===== config.mk =====
export PLATFORM = sky130hd
export DESIGN_NAME = rgb_to_hsv_converter
export DESIGN_NICKNAME = d
export VERILOG_FILES = /design/src/rtl/rhc_pkg.sv /design/src/rtl/rhc_front.sv /design/src/rtl/rhc_cell.sv /design/src/rtl/rgb_to_hsv_converter.sv
export SDC_FILE = /design/constraint.sdc
export NUM_CORES = 2
export LEC_CHECK = 0
export ABC_AREA = 1
export BUFFER_PORTS_ARGS = -buffer_cell sky130_fd_sc_hd__buf_4
export CAP_MARGIN = 5
export CORE_MARGIN = 5
export CORE_UTILIZATION = 53
export DETAILED_ROUTE_END_ITERATION = 10
export MAX_ROUTING_LAYER = met4
export PLACE_DENSITY = 0.69
export SKIP_CTS_REPAIR_TIMING = 1
export SLEW_MARGIN = 20
export SYNTH_ARGS = -nofsm -noshare
export SYNTH_HDL_FRONTEND = slang
export SYNTH_SLANG_ARGS = --single-unit

===== constraint.sdc =====
create_clock -name clk -period 8.42 [get_ports clk]
set_input_delay 1.263 -clock clk [delete_from_list [all_inputs] [get_ports clk]]
set_output_delay 1.263 -clock clk [all_outputs]
set_load 0.01 [all_outputs]

===== src/rtl/rhc_pkg.sv =====
// Package with the constants, types and divider step of the RGB to HSV converter.
package rhc_pkg;

  localparam int FRAC_BITS = 6;
  localparam int CH_W      = 8;
  localparam int HUE_W     = 15;
  localparam int SAT_W     = 13;

  localparam int SAT_SCALE = 100 * (1 << FRAC_BITS);
  localparam int HUE_SCALE = 60 * (1 << FRAC_BITS);
  localparam int HUE_FULL  = 360 * (1 << FRAC_BITS);
  localparam int CH_MAX    = (1 << CH_W) - 1;

  localparam int QUO_W = $clog2(SAT_SCALE + 1);
  localparam int DIV_W = $clog2(CH_MAX * SAT_SCALE + 1);

  localparam int HCALC_RAW = $clog2(HUE_FULL + 1);
  localparam int HCALC_W   = (HCALC_RAW > HUE_W) ? HCALC_RAW : HUE_W;
  localparam int SCALC_W   = (QUO_W > SAT_W) ? QUO_W : SAT_W;

  localparam int LATENCY = QUO_W + 2;

  localparam logic [1:0] SECT_RED   = 2'd0;
  localparam logic [1:0] SECT_GREEN = 2'd1;
  localparam logic [1:0] SECT_BLUE  = 2'd2;

  typedef logic [CH_W-1:0]    rhc_ch_t;
  typedef logic [DIV_W-1:0]   rhc_rem_t;
  typedef logic [QUO_W-1:0]   rhc_quo_t;
  typedef logic [HCALC_W-1:0] rhc_hcalc_t;
  typedef logic [SCALC_W-1:0] rhc_scalc_t;

  typedef struct packed {
    rhc_rem_t rem;
    rhc_rem_t den;
    rhc_quo_t quo;
  } rhc_div_t;

  typedef struct packed {
    rhc_div_t   sat;
    rhc_div_t   hue;
    rhc_ch_t    val;
    logic [1:0] sector;
    logic       neg;
  } rhc_item_t;

  // One restoring step: the divisor is pre-shifted and moves right each step.
  function automatic rhc_div_t div_step(input rhc_div_t d);
    rhc_div_t o;
    o.den = d.den >> 1;
    if (d.rem >= d.den) begin
      o.rem = d.rem - d.den;
      o.quo = {d.quo[QUO_W-2:0], 1'b1};
    end else begin
      o.rem = d.rem;
      o.quo = {d.quo[QUO_W-2:0], 1'b0};
    end
    return o;
  endfunction

endpackage


===== src/rtl/rhc_front.sv =====
// Front cell: finds max, min, sector and scaled dividends of one pixel.
module rhc_front (
  input  logic              clk,
  input  logic              rst_n,
  input  logic              in_ok,
  input  rhc_pkg::rhc_ch_t  red,
  input  rhc_pkg::rhc_ch_t  green,
  input  rhc_pkg::rhc_ch_t  blue,
  output logic              out_ok,
  output rhc_pkg::rhc_item_t item
);

  rhc_pkg::rhc_ch_t   mx;
  rhc_pkg::rhc_ch_t   mn;
  rhc_pkg::rhc_ch_t   delta;
  rhc_pkg::rhc_ch_t   mx_safe;
  rhc_pkg::rhc_ch_t   delta_safe;
  logic [8:0]         diff_s;
  logic [8:0]         diff_mag;
  rhc_pkg::rhc_item_t item_nxt;
  rhc_pkg::rhc_item_t item_r;
  logic               ok_r;

  always_comb begin
    mx = red;
    if (green > mx) mx = green;
    if (blue > mx) mx = blue;
    mn = red;
    if (green < mn) mn = green;
    if (blue < mn) mn = blue;
    delta = mx - mn;
    mx_safe    = (mx == '0) ? rhc_pkg::rhc_ch_t'(1) : mx;
    delta_safe = (delta == '0) ? rhc_pkg::rhc_ch_t'(1) : delta;

    if (red == mx) begin
      item_nxt.sector = rhc_pkg::SECT_RED;
      diff_s = {1'b0, green} - {1'b0, blue};
    end else if (green == mx) begin
      item_nxt.sector = rhc_pkg::SECT_GREEN;
      diff_s = {1'b0, blue} - {1'b0, red};
    end else begin
      item_nxt.sector = rhc_pkg::SECT_BLUE;
      diff_s = {1'b0, red} - {1'b0, green};
    end
    item_nxt.neg = diff_s[8];
    diff_mag = diff_s[8] ? (~diff_s + 9'd1) : diff_s;

    item_nxt.val     = mx;
    item_nxt.sat.rem = rhc_pkg::rhc_rem_t'(32'(delta) * rhc_pkg::SAT_SCALE);
    item_nxt.sat.den = rhc_pkg::rhc_rem_t'(mx_safe) << (rhc_pkg::QUO_W - 1);
    item_nxt.sat.quo = '0;
    item_nxt.hue.rem = rhc_pkg::rhc_rem_t'(32'(diff_mag[7:0]) * rhc_pkg::HUE_SCALE);
    item_nxt.hue.den = rhc_pkg::rhc_rem_t'(delta_safe) << (rhc_pkg::QUO_W - 1);
    item_nxt.hue.quo = '0;
  end

  always_ff @(posedge clk) begin
    if (!rst_n) begin
      ok_r <= 1'b0;
    end else begin
      ok_r <= in_ok;
    end
  end

  always_ff @(posedge clk) begin
    item_r <= item_nxt;
  end

  assign out_ok = ok_r;
  assign item   = item_r;

endmodule


===== src/rtl/rhc_cell.sv =====
// Divider cell: one quotient bit for the saturation and the hue lanes.
module rhc_cell (
  input  logic               clk,
  input  logic               rst_n,
  input  logic               in_ok,
  input  rhc_pkg::rhc_item_t in_item,
  output logic               out_ok,
  output rhc_pkg::rhc_item_t out_item
);

  rhc_pkg::rhc_item_t item_nxt;
  rhc_pkg::rhc_item_t item_r;
  logic               ok_r;

  always_comb begin
    item_nxt     = in_item;
    item_nxt.sat = rhc_pkg::div_step(in_item.sat);
    item_nxt.hue = rhc_pkg::div_step(in_item.hue);
  end

  always_ff @(posedge clk) begin
    if (!rst_n) begin
      ok_r <= 1'b0;
    end else begin
      ok_r <= in_ok;
    end
  end

  always_ff @(posedge clk) begin
    item_r <= item_nxt;
  end

  assign out_ok   = ok_r;
  assign out_item = item_r;

endmodule


===== src/rtl/rgb_to_hsv_converter.sv =====
// Top level of the RGB to HSV converter: front cell, divider chain and output stage.
//
//   channel  ports                                   handshake
//   input    in_red, in_green, in_blue               start && !busy
//   result   out_hue, out_saturation, out_brightness out_valid strobe, one cycle
//
// One item can be taken in every cycle while busy is low; each result passes
// through one front cell, one divider cell per quotient bit (13) and the
// output register, in that order.
// Reset is synchronous and empties the chain; busy is high only during reset.
// The receiver cannot stall, so the chain never holds and busy never rises otherwise.
module rgb_to_hsv_converter (
  input  logic                           clk,
  input  logic                           rst_n,
  input  logic                           start,
  output logic                           busy,
  input  logic [rhc_pkg::CH_W-1:0]       in_red,
  input  logic [rhc_pkg::CH_W-1:0]       in_green,
  input  logic [rhc_pkg::CH_W-1:0]       in_blue,
  output logic                           out_valid,
  output logic [rhc_pkg::HUE_W-1:0]      out_hue,
  output logic [rhc_pkg::SAT_W-1:0]      out_saturation,
  output logic [rhc_pkg::CH_W-1:0]       out_brightness
);

  logic                accept;
  logic                ok_chain   [0:rhc_pkg::QUO_W];
  rhc_pkg::rhc_item_t  item_chain [0:rhc_pkg::QUO_W];
  rhc_pkg::rhc_item_t  last;
  rhc_pkg::rhc_hcalc_t hq;
  rhc_pkg::rhc_hcalc_t hbase;
  rhc_pkg::rhc_hcalc_t hue_nxt;
  rhc_pkg::rhc_scalc_t sat_nxt;
  logic [rhc_pkg::HUE_W-1:0] hue_r;
  logic [rhc_pkg::SAT_W-1:0] sat_r;
  logic [rhc_pkg::CH_W-1:0]  val_r;
  logic                      valid_r;

  assign busy   = ~rst_n;
  assign accept = start & ~busy;

  rhc_front u_front (
    .clk    (clk),
    .rst_n  (rst_n),
    .in_ok  (accept),
    .red    (in_red),
    .green  (in_green),
    .blue   (in_blue),
    .out_ok (ok_chain[0]),
    .item   (item_chain[0])
  );

  for (genvar i = 0; i < rhc_pkg::QUO_W; i++) begin : g_cell
    rhc_cell u_cell (
      .clk      (clk),
      .rst_n    (rst_n),
      .in_ok    (ok_chain[i]),
      .in_item  (item_chain[i]),
      .out_ok   (ok_chain[i+1]),
      .out_item (item_chain[i+1])
    );
  end

  assign last = item_chain[rhc_pkg::QUO_W];

  always_comb begin
    hq = rhc_pkg::rhc_hcalc_t'(last.hue.quo);
    case (last.sector)
      rhc_pkg::SECT_GREEN: hbase = rhc_pkg::rhc_hcalc_t'(2 * rhc_pkg::HUE_SCALE);
      rhc_pkg::SECT_BLUE:  hbase = rhc_pkg::rhc_hcalc_t'(4 * rhc_pkg::HUE_SCALE);
      default:             hbase = '0;
    endcase
    if (!last.neg) begin
      hue_nxt = hbase + hq;
    end else if (last.sector != rhc_pkg::SECT_RED) begin
      hue_nxt = hbase - hq;
    end else if (hq == '0) begin
      hue_nxt = '0;
    end else begin
      hue_nxt = rhc_pkg::rhc_hcalc_t'(rhc_pkg::HUE_FULL) - hq;
    end
    sat_nxt = rhc_pkg::rhc_scalc_t'(last.sat.quo);
  end

  always_ff @(posedge clk) begin
    if (!rst_n) begin
      valid_r <= 1'b0;
    end else begin
      valid_r <= ok_chain[rhc_pkg::QUO_W];
    end
  end

  always_ff @(posedge clk) begin
    hue_r <= hue_nxt[rhc_pkg::HUE_W-1:0];
    sat_r <= sat_nxt[rhc_pkg::SAT_W-1:0];
    val_r <= last.val;
  end

  assign out_valid      = valid_r;
  assign out_hue        = hue_r;
  assign out_saturation = sat_r;
  assign out_brightness = val_r;

endmodule


==> flow_summary.json <==
{
  "r2r_start": "g_cell[9].u_cell.out_item[28]",
  "relSlewSlack_pct": 37.03,
  "status": "completed",
  "synthMuxAreaShare_pct": 0.05804,
  "worst-endpoint-required_ns": 9.00,
  "worstMarginPinSlew_ns": 0.9411,
  "holdPathEnd": "g_cell[10].u_cell.out_item[16]",
  "maxCapViolations": 0,
  "min_path_cells": 0,
  "cp_max_fo": 14,
  "cts_inserted_buffers": 95,
  "layout.nets": 4762,
  "tritoncts": "done",
  "drive_above_1_share_pct": 7.228,
  "synth-seq-cells": 988,
  "fin_skew_ns": 0.01561,
  "clk_pin_slew_worst_paths_ns": 0.06,
  "crit_top_cell": "nand2_1",
  "hold_class": "reg -> reg",
  "fmax_mhz": 131.5,
  "globalRoute.totalOverflow": 0,
  "async_reset_ff_share_pct": 0,
  "holdWs_ns": 0.3176,
  "yosys-top-cells-area": "dfxtp_1 (51%), ha_1 (10%), nand2_1 (6.2%)",
  "synth_top_family_by_area": "simple AND/OR/NAND/NOR gates",
  "htreeDepth": 3,
  "period_share_pct": 90.31,
  "synth_cell_types": 59,
  "place_congestion": 0.9615,
  "dieHeight_um": 280.6,
  "synth_compound_area_share_pct": 8.516,
  "cpPeakStageDelay_ns": 0.54,
  "rsz0062_at_grt": "no",
  "drt_iter0_markers": 1120,
  "setup_tns_ns": 0,
  "drt-total-wl_mm": 68.29,
  "syn_nets": 4613,
  "setup_violations": 0,
  "multi_input_area_um2": 16510,
  "clock_path_buffers": 3,
  "critPathSlowestCell": "fa_1",
  "wl_per_cell_um": 12.61,
  "final_common_cell": "dfxtp_1",
  "hold_viol": 0,
  "route.vias.total": 26210,
  "ff2ff_setup_slack_ns": 5.06,
  "clock-sinks": 988,
  "insertedDiodeCount": 0,
  "hpwl_mm": 51.93,
  "yosys.area_share.simple_pct": 14.94,
  "cts_root_buf": "clkbuf_16",
  "synthXorXnorAreaFrac_pct": 6.704,
  "firstDrtPassIters": 5,
  "cp.arrival_ns": 8.19,
  "yosysTopAreaCell": "dfxtp_1",
  "synth_cells": 4229,
  "ys_seq_area_share_pct": 50.97,
  "io_pins": 65,
  "fp.dieW_um": 280.6,
  "grt_max_degree": 20,
  "drtAntennaViolNets": 0,
  "worstHoldStart": "g_cell[9].u_cell.out_item[15]",
  "core_area_um2": 72830,
  "slew_viol_final": 0,
  "clk_latency_ns": 0.65,
  "critPathKind": "in -> reg",
  "syn_to_final_growth_pct": 12.62,
  "synth_ff_type": "dfxtp_1",
  "r2r-end": "g_cell[10].u_cell.out_item[59]",
  "antenna_found_initial": 0,
  "setup.worst_path.end_class": "register",
  "finalCriticalPeriod_ns": 7.604,
  "synthesis.area_um2": 38800,
  "ys_warn_count": 0,
  "synth_top_area_share_pct": 50.97,
  "register_area_um2": 19780,
  "synth_edf_count": 0,
  "die_area_um2": 78720,
  "port_buffers": 64,
  "grt_pass1_wl_mm": 117.8,
  "drc_errors": 0,
  "mostFrequentLayoutCells": "dfxtp_1 (988), nand2_1 (638), inv_1 (612)",
  "synth_fa_ha_area_share_pct": 12.32,
  "rows": 99,
  "cp-start-kind": "primary input",
  "r2r_cells": 20,
  "viasPerCell": 4.841,
  "grt_usage_pct": 18.15,
  "grt_pass1_vias": 26160,
  "initial_core_util_pct": 53.27,
  "nFillCells": 6256,
  "synth_area_per_cell_um2": 9.175
}
[metrics by stage]
step	utilization, %	instances	cell area [um2]	setup slack (ns)
finish	60.00	5414	43700	0.8160
detailed placement	55.58	5240	40480	0.1088
global placement	55.58	5240	40480	0.1919
global route	60.00	5414	43700	0.1472
floorplan	-	4229	38800	0.8167
CTS	59.99	5414	43690	0.8282
[routing by layer]
layer,GRT usage [%],vias up,wire [um]
met2,33.38,361,35640
met4,8.110,0,2847
met3,2.363,180,2053
li1,-,13950,-
met5,-,-,0
met1,19.49,11720,27750
[synth_stat cells (6+ instances only)]
cell,count
nand3_1,148
nand2_2,25
dfxtp_1,988
nand2_4,7
fa_1,42
o21bai_1,12
xor2_1,192
or4_1,8
nand3_2,8
a211oi_1,17
buf_6,7
nor2_1,339
nor4_1,34
xnor2_1,105
inv_1,612
nand3b_1,7
o21ai_0,263
or2_2,6
nor3_1,50
a31oi_1,13
a21oi_1,234
ha_1,315
nand4_1,34
nand2_1,638
a221oi_1,7
a21o_1,7
clkbuf_1,30
o31ai_1,7
[state kept, by name, indices dropped and copies added (netlist names)]
signal / cells
out_valid: 1
g_cell.u_cell.out_ok: 13
g_cell.u_cell.out_item: 885
u_front.item: 52
out_brightness: 8
out_saturation: 13
u_front.out_ok: 1
out_hue: 15
[final cells by class]
cell class	count	area share, %
clock buffers	126	6.099
inverters	617	5.300
multi-input cells	2586	37.79
well taps	959	2.746
flip-flops and latches	988	45.26
repair buffers	90	1.546
clock inverters	48	1.257
[kinds of logic after synthesis]
| group | count (synthesis) |
|---|---|
| AOI/OAI and AO/OA | 601 |
| buffers and inverters | 655 |
| muxes | 2 |
| and+or+nand+nor | 1329 |
| xor gates and xnor gates | 297 |
| adders and majority gates | 357 |
| DFF | 988 |
[critical path: cells and delay by family]
kind	cells	cell delay [ns]
AOI/OAI and AO/OA	5	0.69
xor gates and xnor gates	3	0.49
adders and majority gates	6	1.94
buffers and inverters	7	0.60
and+or+nand+nor	31	3.20
[how the worst max path moves through the flow]
stage / start / to / slack, ns / cells after the start
3_3_place_gp: in_green[3] / u_front.item[64] / 0.19 / 52
3_5_place_dp: in_green[2] / u_front.item[64] / 0.11 / 50
4_1_cts: in_green[3] / u_front.item[64] / 0.83 / 52
2_1_floorplan: in_green[6] / u_front.item[64] / 0.82 / 48
6_report: in_green[2] / u_front.item[64] / 0.82 / 52
5_1_grt: in_green[3] / u_front.item[64] / 0.15 / 50
Power is left out: the tool's default activity adds up to more than one toggle a clock period on the data nets, which glitch-free logic cannot reach.
